===== src/rtl/core/srrw_pkg.sv =====
// Shared types and constants for the selective-repeat receive window.
`default_nettype none

package srrw_pkg;

    // Sizes of the sequence space, receive buffer and fields
    localparam int SEQ_SPACE  = 16;
    localparam int RECV_SLOTS = 5;
    localparam int SEQ_W      = 4;
    localparam int CNT_W      = 3;
    localparam int LEN_W      = 11;
    localparam int STEP_W     = $clog2(SEQ_SPACE + 1);

    localparam logic [SEQ_W-1:0] WIN_RESET   = SEQ_W'(5);
    localparam logic [LEN_W-1:0] MAX_PAYLOAD = LEN_W'(1024);

    // Event codes
    localparam logic [1:0] FUNC_DATA    = 2'd0;
    localparam logic [1:0] FUNC_TIMEOUT = 2'd1;
    localparam logic [1:0] FUNC_CONSUME = 2'd2;

    // Result kinds
    localparam logic KIND_ACK   = 1'b0;
    localparam logic KIND_DELIV = 1'b1;

    typedef struct packed {
        logic [1:0]       func;
        logic [SEQ_W-1:0] seq_num;
        logic [LEN_W-1:0] payload_len;
    } t_in;

    typedef struct packed {
        logic             kind;
        logic [SEQ_W-1:0] ack_window;
        logic [SEQ_W-1:0] ack_seq;
        logic             ack_seq_valid;
        logic [SEQ_W-1:0] slot_index;
        logic [CNT_W-1:0] buffer_index;
        logic [LEN_W-1:0] deliver_len;
        logic             last;
    } t_out;

    typedef enum logic [2:0] {
        S_IDLE,
        S_DRAIN_PRE,
        S_EVENT,
        S_ADVANCE,
        S_DRAIN_POST,
        S_ACK,
        S_FULL_CHK,
        S_FINISH
    } t_state;

    typedef enum logic [1:0] {
        EMIT_DELIV,
        EMIT_ACK,
        EMIT_ACK_TMO
    } t_emit;

    // Commands from controller to datapath
    typedef struct packed {
        logic  capture;
        logic  drain_step;
        logic  clear_full;
        logic  set_full;
        logic  store;
        logic  adv_step;
        logic  consume;
        logic  emit;
        t_emit emit_sel;
        logic  flush;
    } t_cmd;

    // Status from datapath to controller
    typedef struct packed {
        logic [1:0] func;
        logic       base_filled;
        logic       cnt_room;
        logic       exp_filled;
        logic       steps_left;
        logic       reject;
        logic       in_order;
        logic       full;
        logic       rem_zero;
        logic       emit_ok;
        logic       pend_valid;
        logic       out_free;
    } t_sts;

endpackage

`default_nettype wire


===== src/rtl/core/srrw_dp.sv =====
// Datapath: window slots, pointers, counters and the two-stage result queue.
`default_nettype none

module srrw_dp (
    input  wire                          i_clk,
    input  wire                          i_rst_n,
    input  wire                          i_cfg_valid,
    input  wire  [srrw_pkg::SEQ_W-1:0]   i_cfg_data,
    input  wire  srrw_pkg::t_in          i_data,
    input  wire  srrw_pkg::t_cmd         i_cmd,
    output srrw_pkg::t_sts               o_sts,
    input  wire                          i_ready,
    output logic                         o_valid,
    output srrw_pkg::t_out               o_data
);
    import srrw_pkg::*;

    logic [SEQ_SPACE-1:0] r_filled;
    logic [LEN_W-1:0]     r_slot_len [SEQ_SPACE];
    logic [SEQ_W-1:0]     r_win;
    logic [SEQ_W-1:0]     r_base;
    logic [SEQ_W-1:0]     r_exp;
    logic [CNT_W-1:0]     r_cnt;
    logic                 r_full;
    logic [STEP_W-1:0]    r_steps;
    logic [1:0]           r_func;
    logic [SEQ_W-1:0]     r_seq;
    logic [LEN_W-1:0]     r_len;
    t_out                 r_pend;
    logic                 r_pend_v;
    t_out                 r_out;
    logic                 r_out_v;

    logic [SEQ_W-1:0] rem;
    logic [SEQ_W-1:0] offset;
    logic             tmo_valid;
    logic             out_free;
    t_out             n_res;
    t_out             n_flush;

    // Window arithmetic wraps in the sequence space
    assign rem       = SEQ_W'(r_win + r_base - r_exp);
    assign offset    = SEQ_W'(r_seq - r_base);
    assign tmo_valid = (r_exp != r_base) || (r_base != '0);
    assign out_free  = !r_out_v || i_ready;

    // Status toward the controller
    always_comb begin
        o_sts.func        = r_func;
        o_sts.base_filled = r_filled[r_base];
        o_sts.cnt_room    = r_cnt < CNT_W'(RECV_SLOTS);
        o_sts.exp_filled  = r_filled[r_exp];
        o_sts.steps_left  = r_steps < STEP_W'(SEQ_SPACE);
        o_sts.reject      = (offset >= r_win) || r_filled[r_seq];
        o_sts.in_order    = r_seq == r_exp;
        o_sts.full        = r_full;
        o_sts.rem_zero    = rem == '0;
        o_sts.emit_ok     = !r_pend_v || out_free;
        o_sts.pend_valid  = r_pend_v;
        o_sts.out_free    = out_free;
    end

    // Build the result selected by the controller
    always_comb begin
        n_res = '0;
        unique case (i_cmd.emit_sel)
            EMIT_DELIV: begin
                n_res.kind         = KIND_DELIV;
                n_res.slot_index   = r_base;
                n_res.buffer_index = r_cnt;
                n_res.deliver_len  = r_slot_len[r_base];
            end
            EMIT_ACK: begin
                n_res.kind          = KIND_ACK;
                n_res.ack_window    = rem;
                n_res.ack_seq       = SEQ_W'(r_exp - 1'b1);
                n_res.ack_seq_valid = 1'b1;
            end
            EMIT_ACK_TMO: begin
                n_res.kind          = KIND_ACK;
                n_res.ack_window    = rem;
                n_res.ack_seq       = tmo_valid ? SEQ_W'(r_exp - 1'b1) : '0;
                n_res.ack_seq_valid = tmo_valid;
            end
            default: n_res = '0;
        endcase
    end

    // Final result of an event carries the last mark
    always_comb begin
        n_flush      = r_pend;
        n_flush.last = 1'b1;
    end

    // Control state
    always_ff @(posedge i_clk) begin
        if (!i_rst_n) begin
            r_filled <= '0;
            r_win    <= WIN_RESET;
            r_base   <= '0;
            r_exp    <= '0;
            r_cnt    <= '0;
            r_full   <= 1'b0;
            r_steps  <= '0;
            r_pend_v <= 1'b0;
            r_out_v  <= 1'b0;
        end else begin
            if (i_cfg_valid) begin
                r_win <= i_cfg_data;
            end
            if (i_cmd.capture) begin
                r_steps <= '0;
            end
            // Deliver base slot into the receive buffer
            if (i_cmd.drain_step) begin
                r_filled[r_base] <= 1'b0;
                r_base           <= SEQ_W'(r_base + 1'b1);
                r_cnt            <= CNT_W'(r_cnt + 1'b1);
            end
            if (i_cmd.clear_full) begin
                r_full <= 1'b0;
            end
            if (i_cmd.set_full) begin
                r_full <= 1'b1;
            end
            if (i_cmd.store) begin
                r_filled[r_seq] <= 1'b1;
            end
            // Walk expected number over filled slots
            if (i_cmd.adv_step) begin
                r_exp   <= SEQ_W'(r_exp + 1'b1);
                r_steps <= STEP_W'(r_steps + 1'b1);
            end
            if (i_cmd.consume && (r_cnt != '0)) begin
                r_cnt <= CNT_W'(r_cnt - 1'b1);
            end
            // Result queue: pending stage feeds the output stage
            if (i_cmd.emit) begin
                r_pend_v <= 1'b1;
                if (r_pend_v) begin
                    r_out_v <= 1'b1;
                end else if (r_out_v && i_ready) begin
                    r_out_v <= 1'b0;
                end
            end else if (i_cmd.flush) begin
                r_pend_v <= 1'b0;
                r_out_v  <= 1'b1;
            end else if (r_out_v && i_ready) begin
                r_out_v <= 1'b0;
            end
        end
    end

    // Payload registers
    always_ff @(posedge i_clk) begin
        if (i_cmd.capture) begin
            r_func <= i_data.func;
            r_seq  <= i_data.seq_num;
            r_len  <= (i_data.payload_len > MAX_PAYLOAD) ? MAX_PAYLOAD : i_data.payload_len;
        end
        if (i_cmd.store) begin
            r_slot_len[r_seq] <= r_len;
        end
        if (i_cmd.emit) begin
            r_pend <= n_res;
            if (r_pend_v) begin
                r_out <= r_pend;
            end
        end else if (i_cmd.flush) begin
            r_out <= n_flush;
        end
    end

    assign o_valid = r_out_v;
    assign o_data  = r_out;

    // Buffer count never passes the buffer depth
    a_cnt_bound: assert property (@(posedge i_clk) disable iff (!i_rst_n)
        r_cnt <= CNT_W'(RECV_SLOTS))
        else $error("receive buffer count overflow");

    // A new result never overwrites a waiting one
    a_emit_room: assert property (@(posedge i_clk) disable iff (!i_rst_n)
        i_cmd.emit |-> (!r_pend_v || !r_out_v || i_ready))
        else $error("result emitted without queue room");

    // Flush needs a pending result and a free output stage
    a_flush_ok: assert property (@(posedge i_clk) disable iff (!i_rst_n)
        i_cmd.flush |-> (r_pend_v && (!r_out_v || i_ready)))
        else $error("flush without pending result or output room");

    // A drain step clears the base slot and moves the base
    a_drain_move: assert property (@(posedge i_clk) disable iff (!i_rst_n)
        i_cmd.drain_step |=> (r_base == SEQ_W'($past(r_base) + 1'b1)))
        else $error("drain step did not advance base");

endmodule

`default_nettype wire


===== src/rtl/core/srrw_ctrl.sv =====
// Controller: event sequencer that steps the drain, store, advance and ACK phases.
`default_nettype none

module srrw_ctrl (
    input  wire                   i_clk,
    input  wire                   i_rst_n,
    input  wire                   i_valid,
    output logic                  o_ready,
    input  wire  srrw_pkg::t_sts  i_sts,
    output srrw_pkg::t_cmd        o_cmd
);
    import srrw_pkg::*;

    t_state r_state;
    t_state n_state;

    // Hold state
    always_ff @(posedge i_clk) begin
        if (!i_rst_n) begin
            r_state <= S_IDLE;
        end else begin
            r_state <= n_state;
        end
    end

    // Next state and commands
    always_comb begin
        n_state = r_state;
        o_cmd   = '0;
        o_ready = 1'b0;
        unique case (r_state)
            S_IDLE: begin
                o_ready = 1'b1;
                if (i_valid) begin
                    o_cmd.capture = 1'b1;
                    n_state       = S_DRAIN_PRE;
                end
            end
            S_DRAIN_PRE, S_DRAIN_POST: begin
                if (i_sts.base_filled && i_sts.cnt_room) begin
                    if (i_sts.emit_ok) begin
                        o_cmd.drain_step = 1'b1;
                        o_cmd.emit       = 1'b1;
                        o_cmd.emit_sel   = EMIT_DELIV;
                    end
                end else begin
                    n_state = (r_state == S_DRAIN_PRE) ? S_EVENT : S_ACK;
                end
            end
            S_EVENT: begin
                unique case (i_sts.func)
                    FUNC_DATA: begin
                        if (i_sts.emit_ok) begin
                            o_cmd.clear_full = 1'b1;
                            if (i_sts.reject) begin
                                // Drop out-of-window or duplicate packet
                                o_cmd.emit     = 1'b1;
                                o_cmd.emit_sel = EMIT_ACK;
                                n_state        = S_FULL_CHK;
                            end else begin
                                o_cmd.store = 1'b1;
                                if (i_sts.in_order) begin
                                    n_state = S_ADVANCE;
                                end else begin
                                    o_cmd.emit     = 1'b1;
                                    o_cmd.emit_sel = EMIT_ACK;
                                    n_state        = S_FULL_CHK;
                                end
                            end
                        end
                    end
                    FUNC_TIMEOUT: begin
                        if (i_sts.full && !i_sts.rem_zero) begin
                            if (i_sts.emit_ok) begin
                                o_cmd.emit     = 1'b1;
                                o_cmd.emit_sel = EMIT_ACK_TMO;
                                n_state        = S_FULL_CHK;
                            end
                        end else begin
                            n_state = S_FULL_CHK;
                        end
                    end
                    FUNC_CONSUME: begin
                        o_cmd.consume = 1'b1;
                        n_state       = S_FULL_CHK;
                    end
                    default: begin
                        n_state = S_FULL_CHK;
                    end
                endcase
            end
            S_ADVANCE: begin
                if (i_sts.exp_filled && i_sts.steps_left) begin
                    o_cmd.adv_step = 1'b1;
                end else begin
                    n_state = S_DRAIN_POST;
                end
            end
            S_ACK: begin
                if (i_sts.emit_ok) begin
                    o_cmd.emit     = 1'b1;
                    o_cmd.emit_sel = EMIT_ACK;
                    n_state        = S_FULL_CHK;
                end
            end
            S_FULL_CHK: begin
                if (!i_sts.full && i_sts.rem_zero) begin
                    if (i_sts.emit_ok) begin
                        o_cmd.set_full = 1'b1;
                        o_cmd.emit     = 1'b1;
                        o_cmd.emit_sel = EMIT_ACK;
                        n_state        = S_FINISH;
                    end
                end else begin
                    n_state = S_FINISH;
                end
            end
            S_FINISH: begin
                // Release the held result with the last mark
                if (i_sts.pend_valid) begin
                    if (i_sts.out_free) begin
                        o_cmd.flush = 1'b1;
                        n_state     = S_IDLE;
                    end
                end else begin
                    n_state = S_IDLE;
                end
            end
            default: begin
                n_state = S_IDLE;
            end
        endcase
    end

endmodule

`default_nettype wire


===== src/rtl/core/selective_repeat_receive_window.sv =====
// Top level: selective-repeat receive window, controller plus datapath.
// Sequence: a pre-drain, the event, then for an in-order packet an advance walk, a
//   post-drain and an ACK, then a full check and a finish; an output stall holds any
//   step that emits a result.
// Events: one at a time; the next request is taken once the event's last result
//   sits in the output register.
// Reset: synchronous, active low; clears slot flags, pointers, counters, full mark and
//   queue valids, and sets the window size to 5. Stored lengths are not cleared.
`default_nettype none

module selective_repeat_receive_window (
    input  wire                         i_clk,
    input  wire                         i_rst_n,
    input  wire                         i_cfg_valid,
    output logic                        o_cfg_ready,
    input  wire  [srrw_pkg::SEQ_W-1:0]  i_cfg_data,
    input  wire                         i_valid,
    output logic                        o_ready,
    input  wire  srrw_pkg::t_in         i_data,
    output logic                        o_valid,
    input  wire                         i_ready,
    output srrw_pkg::t_out              o_data
);
    import srrw_pkg::*;

    t_cmd cmd;
    t_sts sts;

    // Accept register writes at any time
    assign o_cfg_ready = 1'b1;

    srrw_ctrl u_ctrl (
        .i_clk   (i_clk),
        .i_rst_n (i_rst_n),
        .i_valid (i_valid),
        .o_ready (o_ready),
        .i_sts   (sts),
        .o_cmd   (cmd)
    );

    srrw_dp u_dp (
        .i_clk       (i_clk),
        .i_rst_n     (i_rst_n),
        .i_cfg_valid (i_cfg_valid),
        .i_cfg_data  (i_cfg_data),
        .i_data      (i_data),
        .i_cmd       (cmd),
        .o_sts       (sts),
        .i_ready     (i_ready),
        .o_valid     (o_valid),
        .o_data      (o_data)
    );

endmodule

`default_nettype wire

===== config.mk =====
export PLATFORM = sky130hd
export DESIGN_NAME = selective_repeat_receive_window
export DESIGN_NICKNAME = d
export VERILOG_FILES = /design/src/rtl/core/srrw_pkg.sv /design/src/rtl/core/srrw_dp.sv /design/src/rtl/core/srrw_ctrl.sv /design/src/rtl/core/selective_repeat_receive_window.sv
export SDC_FILE = /design/constraint.sdc
export NUM_CORES = 1
export LEC_CHECK = 0
export BUFFER_PORTS_ARGS = -buffer_cell sky130_fd_sc_hd__buf_4
export CORE_ASPECT_RATIO = 1.1
export CORE_UTILIZATION = 51
export DETAILED_ROUTE_END_ITERATION = 10
export PLACE_DENSITY = 0.7
export SLEW_MARGIN = 5
export SYNTH_ARGS = -nofsm -noshare
export SYNTH_HDL_FRONTEND = slang
export SYNTH_SLANG_ARGS = --single-unit

===== constraint.sdc =====
create_clock -name i_clk -period 4.9 [get_ports i_clk]
set_input_delay 0.245 -clock i_clk [delete_from_list [all_inputs] [get_ports i_clk]]
set_output_delay 0.245 -clock i_clk [all_outputs]
set_load 0.005 [all_outputs]

Yosys cells after proc, flatten, opt, wreduce, memory -nomap -nowiden:

Memories as Yosys holds them, arrays and structs flattened. A register that Yosys moved wholly into a read port is not among the register bits.
Cells that the tools add are included.
Widths: inputs -> output; s select.

* bits in registers: 105
* bits in latches: 0
* memory bits (writable): 176
* bits in read-only memories: 0
* bits of input ports: 26
* output and inout port bits: 32
* word-level logic and storage cells: 179
* memories: 1

Memory list
* u_dp.r_slot_len: depth 16, bits a word 11, read ports 1, clocked after memory_dff 1, wr ports 1, line srrw_dp.sv:19 `logic [LEN_W-1:0] r_slot_len [SEQ_SPACE];`

* add/subtract/negate cells: 9
* multiply operators: 0
* div/mod/pow operators: 0
* order comparisons: 9
* equality and inequality tests: 20
* shifts and indexed selects: 0
* muxes and demuxes: 80
* bitwise gates (word level): 3
* reduce and logical (&&, ||, !) cells: 30

Operators by type and width (number)
* $mux 29: 3
* $mux 3: 24
* $mux 16: 3
* $mux 1: 37
* $pmux 3 s7: 1
* $pmux 9 s2: 1
* $and 16x16->16: 1
* $not 16->16: 1
* $or 16x16->16: 1
* $lt 4x5->1 const B: 3
* $bmux 1 s4: 3
* $eq 3x3->1 const B: 4
* $pmux 3 s2: 2
* $pmux 3 s4: 1
* $gt 11x11->1 const B: 1
* $mux 5: 2
* $ne 3x3->1 const B: 3
* $add 4x1->4 const B: 2
* $demux 1 s4: 2
* $ge 4x1->1 const B: 2
* $logic_and 1x1->1: 8
* $reduce_bool 2->1: 4
* $sub 4x4->4: 2
* $eq 3x2->1 const B: 2
* other kinds (26): 38

Longest topological paths before layout:

Gate-level depths: netlist (run 1).

* depth in word-level cells: 10
* gate-level depth with buffers: 19
* gate-level depth less buffers: 17

Cells and area by module:

A second synthesis (run 1) with hierarchy kept.

* cells, all modules: 770
* area, all modules: 12276.8 sq um

Modules (own cells, without submodules)
* srrw_dp: times used 1, cells each 709, area each 11863.9 sq um
* srrw_ctrl: times used 1, cells each 59, area each 401.6 sq um
* selective_repeat_receive_window: times used 1, cells each 2, area each 11.3 sq um

Worst setup path after synthesis (run 1):

Ideal clock, no wire load.

* path type: flip-flop to flip-flop
* start: register u_dp.r_base[1]
* end: register u_dp.r_out, in the netlist u_dp.o_data[0], enable pin
* library setup time: 0.433 ns
* arrival: 4.684 ns
* data required time: 4.467 ns
* path slack: -0.217 ns
* cell stages (with the launch flop): 12
* cells stage by stage: dfxtp_1 buf_2 buf_2 buf_1 inv_1 fa_1 fa_1 xnor2_1 nor3b_1 a32o_1 o31ai_1 a31oi_1

* cells in the longest elaborated chain, start to end: 10

Ends and longest elaborated chain
* from (decl): line srrw_dp.sv:21 `logic [SEQ_W-1:0] r_base;`
* from (signal assigned): line srrw_dp.sv:117 `r_base <= SEQ_W'(r_base + 1'b1);`
* $add 4x4->4: line srrw_dp.sv:42 `assign rem = SEQ_W'(r_win + r_base - r_exp);`
* $sub 4x4->4: line srrw_dp.sv:42
* $logic_not 4->1: line srrw_dp.sv:57 `o_sts.rem_zero = rem == '0;`
* $logic_not 1->1: line srrw_ctrl.sv:73 `if (i_sts.full && !i_sts.rem_zero) begin`
* $logic_and 1x1->1: line srrw_ctrl.sv:73
* $mux 3: line srrw_ctrl.sv:73
* $pmux 3 s2: line srrw_ctrl.sv:51 `unique case (i_sts.func)`
* $pmux 3 s4 (*): line srrw_ctrl.sv:31 `unique case (r_state)`
* $ne 2x1->1 (no source line) / $reduce_bool 2->1 (equally long branches)
* $reduce_and 2->1 (no source line) (*)
* to (signal assigned): line srrw_dp.sv:167 `r_out <= r_pend;`
* to (signal assigned): line srrw_dp.sv:170 `r_out <= n_flush;`
* to (decl): line srrw_dp.sv:31 `t_out r_out;`

Every way passes the cells marked *; elsewhere a longest branch is shown, timed or not. The select of a mux whose other input is x is not followed.
A chain may end at the register's enable or synchronous reset.

Worst setup path in the final report (run 1):

* start: register u_dp.r_base[0]
* end: register u_dp.r_out, in the netlist u_dp.o_data[12], enable pin

The elaborated chain is that of the path after synthesis.

==> results of run 1 <==
-- cell type report --
cell class	instances	area (sq um)	area share
clock buffer	36	751	0.0520
clock inverter	13	141	0.00979
inverter	37	139	0.00962
multi-input combinational	402	3810	0.264
sequential	292	8350	0.579
tap	305	382	0.0264
timing repair buffer	106	861	0.0596
-- cell families (layout without fill, tap and decap cells) --
| kind of cell | count (synthesis) | count (layout) | share of synthesized area |
|---|---|---|---|
| AND/OR/NAND/NOR | 177 | 177 | 0.0748 |
| buffers and inverters | 79 | 192 | 0.0252 |
| XOR/XNOR | 23 | 23 | 0.0162 |
| adder cells (fa/ha/maj) | 28 | 28 | 0.0312 |
| multiplexers | 84 | 84 | 0.128 |
| AO/OA/AOI/OAI | 89 | 89 | 0.0531 |
| other | 1 | 1 | 0.000301 |
| flip-flops | 292 | 292 | 0.671 |
-- metrics by stage --
step | instances | util | instance area [sq um] | power (mW)
finish | 1191 | 0.607 | 14400 | 5.54
global route | 1191 | 0.607 | 14400 | 5.74
CTS | 1191 | 0.607 | 14400 | 5.58
detailed placement | 1116 | 0.559 | 13300 | 3.50
global placement | 1116 | 0.559 | 13300 | 3.46
floorplan | 773 | - | 12400 | 3.31
-- power by group --
group / internal, mW / leakage (nW) / switching [mW]
registers: 2.91 / 2.60 / 0.182
clock network: 1.19 / 0.432 / 0.885
logic: 0.158 / 1.83 / 0.219
total: 4.25 / 4.86 / 1.28
-- state kept, by name, summed over array words and instances, names as in the netlist --
name and cells:
u_ctrl.r_state 3, u_dp.r_pend_v 1, u_dp.r_exp 4, u_dp.o_valid 1, u_dp.r_seq 4, u_dp.r_win 4, u_dp.r_len 11, u_dp.n_flush 28
u_dp.r_base 4, u_dp.r_func 2, u_dp.r_filled 16, u_dp.r_slot_len 176, u_dp.r_steps 5, u_dp.o_data 29, u_dp.r_full 1, u_dp.r_cnt 3
-- cells in the final DEF (no fill, tap or decap), types with 6 or more instances in the layout --
master	n
a21oi_1	14
a31o_2	6
and2_1	20
buf_4	80
clkbuf_1	6
clkbuf_16	28
dfxtp_1	40
dlygate4sd3_1	26
edfxtp_1	250
ha_1	23
inv_1	36
mux2_2	8
mux2i_1	17
mux4_2	57
nand2_1	35
nand2b_1	8
nand3_1	10
nand4_1	6
nor2_1	38
nor2b_1	17
nor3_1	12
o21a_1	8
o21ai_0	14
xnor2_1	21
-- worst min path at each step --
stage                     depth (start not counted)         endpoint  slack [ns]             start
final                                             2    u_dp.r_len[7]        0.01         i_data[7]
after global routing                              2    u_dp.r_len[7]        0.04         i_data[7]
after CTS                                         2    u_dp.r_len[7]       0.003         i_data[7]
after detailed placement                          0  u_dp.o_data[16]        0.40  u_dp.n_flush[16]
after global placement                            0  u_dp.o_data[13]        0.40  u_dp.n_flush[13]
after floorplan                                   0   u_dp.r_func[0]        0.34        i_data[15]
-- routing by layer --
| metal | routed length, um | share of wire |
|---|---|---|
| met2 | 11800 | 0.47 |
| met1 | 11100 | 0.44 |
| met5 | 0 | 0 |
| met4 | 458 | 0.018 |
| met3 | 1810 | 0.072 |
-- worst register-to-register path, delay by kind of cell (launching register included) --
family	cells	cell delay (ns)
simple gates	3	0.76
buf+inv	4	1.18
xor+xnor	1	0.16
flops	1	0.34
compound gates	2	0.69
fa+ha+maj	2	0.74
-- repair_timing --
action,CTS,global route
setup endpoints to repair,0,0
endpoints found under the hold margin,20,0
hold buffers,26,0
==> flow_summary.json, run 1 <==
{
  "setup_ws_ns": 0.757,
  "die_w_um": 151,
  "ios": 58,
  "clock_sinks": 292,
  "clkSlewWorstSetupHoldPaths_ns": 0.06,
  "grt.busiest_layer": "met2",
  "grt_pass1_vias": 7077,
  "tightestPinTransition_ns": 1.04,
  "crit_family": "buffers and inverters",
  "cts_tree": "built",
  "holdWs_ns": 0.0139,
  "synthToLayoutAreaGrowth_pct": 16.0,
  "place_ws_ns": 0.700,
  "synth_area_per_cell_sq_um": 16.1,
  "postRouteAntennaNets": 0,
  "first_iter_violations": 567,
  "fin_worst_skew_ns": 0.0305,
  "antenna_cells": 0,
  "viasPerCell": 5.85,
  "root_buffer": "clkbuf_16",
  "rsz0062_at_grt": "no",
  "synth-edff-count": 250,
  "arrival_ns": 4.40,
  "drv_slew": 0,
  "synthCells": 773,
  "wl_per_cell_um": 21.2,
  "grt_max_degree": 58,
  "cts_buffers": 28,
  "leakagePower_nw": 4.86,
  "io_buffers": 56,
  "peakVddDrop_uv": 330,
  "reg2reg_to": "u_dp.o_data[12]",
  "initial_utilization": 0.523,
  "use_met2": 0.324,
  "post_cts_resize_count": 0,
  "drc": 0,
  "fin_crit_ns": 4.14,
  "fin_crit_sh": 0.846,
  "finalNetCount": 921,
  "crit_start": "u_dp.r_base[0]",
  "ctsLongestPathBuffers": 3,
  "r2r_slack_ns": 0.76,
  "cellPowerDensity_mw_per_mm2": 384,
  "yosys_warnings": 0,
  "required_ns": 5.16,
  "worst_setup_path_start_kind": "flip-flop",
  "cp_max_fo": 56,
  "ys_top_cells_by_count": "edfxtp_1 (250), mux4_2 (57), dfxtp_1 (42), nor2_1 (38), inv_1 (36)",
  "cp_num_cells": 12,
  "routabilityCongestion": 0.849,
  "synthTopCellsByArea": "edfxtp_1 (60%), mux4_2 (10%), dfxtp_1 (6.8%), ha_1 (2.3%), xnor2_1 (1.5%)",
  "gr-usage-met3": 0.0451,
  "finalSetupTns_ns": 0,
  "path_class": "flip-flop to flip-flop",
  "die_h_um": 166,
  "syn_area_sq_mm": 0.0124,
  "row_count": 59,
  "clkLatencyLatePin_ns": 0.56,
  "max-cap-violations": 0,
  "r2r_cells": 12,
  "dieArea_sq_mm": 0.0250,
  "grt_overflow_total": 0,
  "synth_ff_type": "edfxtp_1",
  "dp_hpwl_um": 16600,
  "status": "finished clean",
  "endpoint_kind": "flip-flop",
  "hold_viol_final": 0,
  "track_usage": 0.210,
  "async_flop_share": 0,
  "coreArea_sq_mm": 0.0238,
  "crit_slowest_cell": "buf_4",
  "use_met1": 0.304,
  "synth_area_leader_cell": "edfxtp_1",
  "setup_viol": 0,
  "fmaxAchievable_mhz": 241,
  "fillerInstances": 1753,
  "routed-via-count": 6966,
  "cpPeakStageDelay_ns": 0.75,
  "relSlewSlack": 0.309,
  "cts-htree-levels": 1,
  "grt_first_pass_wirelength_um": 39800,
  "reg2reg_from": "u_dp.r_base[0]",
  "synth_cell_type_count": 67,
  "min_path_type": "input port to flip-flop",
  "cts_setup_buffers": 0,
  "drt_pre_antenna_iters": 6,
  "syn-num-nets": 827,
  "yosysMostFrequentCell": "edfxtp_1",
  "antenna_found_initial": 0,
  "cp-endpoint": "u_dp.o_data[12]",
  "synth_top_area_frac": 0.603,
  "drive_above_1_share": 0.228,
  "path_cells": "buf_4, ha_1, inv_1, fa_1, xnor2_1, nor3b_1, nand2_1, nand2b_1, inv_1, o31ai_1, a31oi_4, buf_4",
  "ys_seq_elements": 292,
  "drt-total-wl_um": 25200,
  "cp_num_buf_inv": 4,
  "seq_area_frac_synth": 0.671
}
(Power assumes the default switching activity.)
==> inputs of run 2 (changes only) <==
--- a/config.mk
+++ b/config.mk
@@ -5,6 +5,7 @@
 export SDC_FILE = /design/constraint.sdc
 export NUM_CORES = 1
 export LEC_CHECK = 0
+export ABC_AREA = 1
 export BUFFER_PORTS_ARGS = -buffer_cell sky130_fd_sc_hd__buf_4
 export CORE_ASPECT_RATIO = 1.1
 export CORE_UTILIZATION = 51
==> constraint.sdc (replaced) <==
create_clock -name i_clk -period 3.35 [get_ports i_clk]
set_input_delay 0.1675 -clock i_clk [delete_from_list [all_inputs] [get_ports i_clk]]
set_output_delay 0.1675 -clock i_clk [all_outputs]
set_load 0.005 [all_outputs]
==> flow_summary.json, run 2 <==
{
  "status": "finished clean",
  "drive_above_1_share": 0.141,
  "root_buffer": "clkbuf_16",
  "relSlewSlack": 0.397,
  "antenna_cells": 0,
  "grt_max_degree": 112,
  "layout_commonest_cell": "edfxtp_1",
  "yosys_warnings": 0,
  "track_usage": 0.222,
  "tightestPinTransition_ns": 0.904,
  "routabilityCongestion": 0.910,
  "place_ws_ns": 0.162,
  "place_area_sq_mm": 0.0134,
  "drv_slew": 0,
  "synth-xor-area-share": 0.00904,
  "hold_viol_final": 0,
  "ctsLongestPathBuffers": 3,
  "syn-num-nets": 1201,
  "most-common-layout-cells": "edfxtp_1 (250), nand2_1 (192), nor2_1 (144), o21ai_0 (97), inv_1 (88)",
  "initial_utilization": 0.526,
  "cp-endpoint": "u_dp.n_flush[20]",
  "peakVddDrop_uv": 406,
  "grt_first_pass_wirelength_um": 44700,
  "synth_area_leader_cell": "edfxtp_1",
  "synth-simple-area-share": 0.141,
  "reg2reg_from": "u_dp.r_base[1]",
  "synth-edff-count": 250,
  "cts_tree": "built",
  "die_h_um": 167,
  "dieArea_sq_mm": 0.0253,
  "cp_max_fo": 5,
  "row_count": 59,
  "die_w_um": 152,
  "path_class": "flip-flop to flip-flop",
  "grt_pass1_vias": 8313,
  "top_register": "u_dp.r_slot_len",
  "endpoint_kind": "flip-flop",
  "fmaxAchievable_mhz": 319,
  "grt_overflow_total": 0,
  "ys_seq_elements": 292,
  "drt_pre_antenna_iters": 5,
  "synth_compound_area_frac": 0.102,
  "largest_reg_flops": 176,
  "clkLatencyLatePin_ns": 0.55,
  "min_path_type": "input port to flip-flop",
  "worst_setup_path_start_kind": "flip-flop",
  "synth_ff_type": "edfxtp_1",
  "reg2reg_to": "u_dp.n_flush[20]",
  "antenna_found_initial": 0,
  "clock_sinks": 292,
  "synthTopCellsByArea": "edfxtp_1 (60%), dfxtp_1 (6.7%), nand2_1 (5.8%), nor2_1 (4.4%), o21ai_0 (3.9%)",
  "syn_area_sq_mm": 0.0126,
  "p_total_mw": 8.37,
  "r2r_cells": 17,
  "io_buffers": 56,
  "r2r_slack_ns": 0.22,
  "ys_top_cells_by_count": "edfxtp_1 (250), nand2_1 (195), nor2_1 (146), o21ai_0 (97), inv_1 (89)",
  "setup_ws_ns": 0.216,
  "seq_area_frac_synth": 0.663,
  "synthToLayoutAreaGrowth_pct": 16.2,
  "finalNetCount": 1287,
  "synth_area_per_cell_sq_um": 11.0,
  "fin_worst_skew_ns": 0.00980,
  "synth_top_area_frac": 0.596,
  "max-cap-violations": 0,
  "cts_setup_buffers": 0,
  "synthMuxAreaShare": 0,
  "yosysMostFrequentCell": "edfxtp_1",
  "coreArea_sq_mm": 0.0239,
  "postLayoutCellArea_sq_mm": 0.0146,
  "ios": 58,
  "fin_crit_sh": 0.935,
  "routed-via-count": 8661,
  "cts_buffers": 29,
  "fin_crit_ns": 3.13,
  "cellPowerDensity_mw_per_mm2": 572,
  "synthCells": 1147,
  "leakagePower_nw": 5.46,
  "setup_viol": 0,
  "crit_start": "u_dp.r_base[1]",
  "utilization": 0.612,
  "first_iter_violations": 882,
  "synth_top_family_by_area": "simple AND/OR/NAND/NOR gates",
  "wl_per_cell_um": 18.0,
  "drt-total-wl_um": 28000,
  "synth_cell_type_count": 39,
  "synthAdderAreaFrac": 0.0308,
  "postRouteAntennaNets": 0,
  "viasPerCell": 5.55,
  "arrival_ns": 3.43,
  "cts-htree-levels": 1,
  "required_ns": 3.64,
  "async_flop_share": 0,
  "drc": 0,
  "clkSlewWorstSetupHoldPaths_ns": 0.06,
  "dp_hpwl_um": 18200
}
[run 2: cell count changes in the layout (fill, tap and decap cells not counted), sizes merged, moves of 34 or more]
| cell | previous run | this run |
|---|---|---|
| a21oi | 14 | 48 |
| mux4 | 59 | 0 |
| inv | 36 | 109 |
| o21ai | 14 | 115 |
| nor2 | 38 | 154 |
| o22ai | 1 | 45 |
| nand2 | 35 | 198 |
[run 2: cell type report]
type | count | area, sq um
clock buffers | 34 | 754
clock inverters | 20 | 198
fillers | 1910 | 9290
inverters | 109 | 413
multi-input cells | 690 | 3620
flip-flops and latches | 292 | 8350
well taps | 305 | 382
repair buffers | 111 | 913
[run 2: critical path, stage by stage, from the launching register on]
cell and delay (ns):
dfxtp_1 0.32, inv_1 0.10, fa_1 0.53, fa_1 0.59, nand2_1 0.07, nor2_2 0.15, nand4_1 0.14, nand2_1 0.10
inv_1 0.04, nand2_1 0.07, inv_1 0.06, ha_1 0.18, nor2_1 0.10, nor2_1 0.05, inv_1 0.15, a21oi_2 0.06
inv_2 0.10, nor2_1 0.05
[run 2: repair_timing]
| item | in CTS | in global routing |
|---|---|---|
| hold buffers | 27 | 0 |
| gates resized for setup | 0 | 6 |
| endpoints found under the hold margin | 29 | 0 |
| setup endpoints to repair | 0 | 4 |
[run 2: worst min path at each step]
stage,startpoint,to,slack (ns),depth (start not counted)
6_report,i_data[3],u_dp.r_len[3],0.04,3
5_1_grt,i_data[3],u_dp.r_len[3],0.04,3
4_1_cts,i_data[3],u_dp.r_len[3],0.02,3
3_5_place_dp,i_data[15],u_dp.r_func[0],0.35,1
3_3_place_gp,i_data[12],u_dp.r_seq[1],0.35,1
2_1_floorplan,i_data[15],u_dp.r_func[0],0.27,0
[run 2: report_power, final]
part / internal, mW / total, mW / switching (mW)
sequential: 4.25 / 4.44 / 0.197
clock: 1.85 / 3.21 / 1.35
combinational: 0.251 / 0.721 / 0.469
total: 6.35 / 8.37 / 2.02
[run 2: per-stage QoR]
stage / setup TNS, ns / hold WS (ns) / cells
after floorplan: -0.570 / 0.266 / 1147
after global placement: 0 / 0.346 / 1480
after detailed placement: 0 / 0.347 / 1480
after CTS: 0 / 0.0174 / 1561
after global routing: -0.00298 / 0.0375 / 1561
final: 0 / 0.0428 / 1561
[run 2: metal layers]
| metal | vias to the layer above | GRT usage | routed length, um |
|---|---|---|---|
| li1 | 4154 | - | - |
| met1 | 4138 | 0.316 | 12500 |
| met2 | 325 | 0.357 | 13100 |
| met3 | 44 | 0.0333 | 1820 |
| met4 | 0 | 0.0600 | 546 |
| met5 | - | 0 | 0 |
[run 2: logic make-up after synthesis]
family / Yosys count
AND/OR/NAND/NOR: 417
other: 1
XOR/XNOR: 13
adder cells (fa/ha/maj): 28
buffers and inverters: 165
flip-flops: 292
AO/OA/AOI/OAI: 231
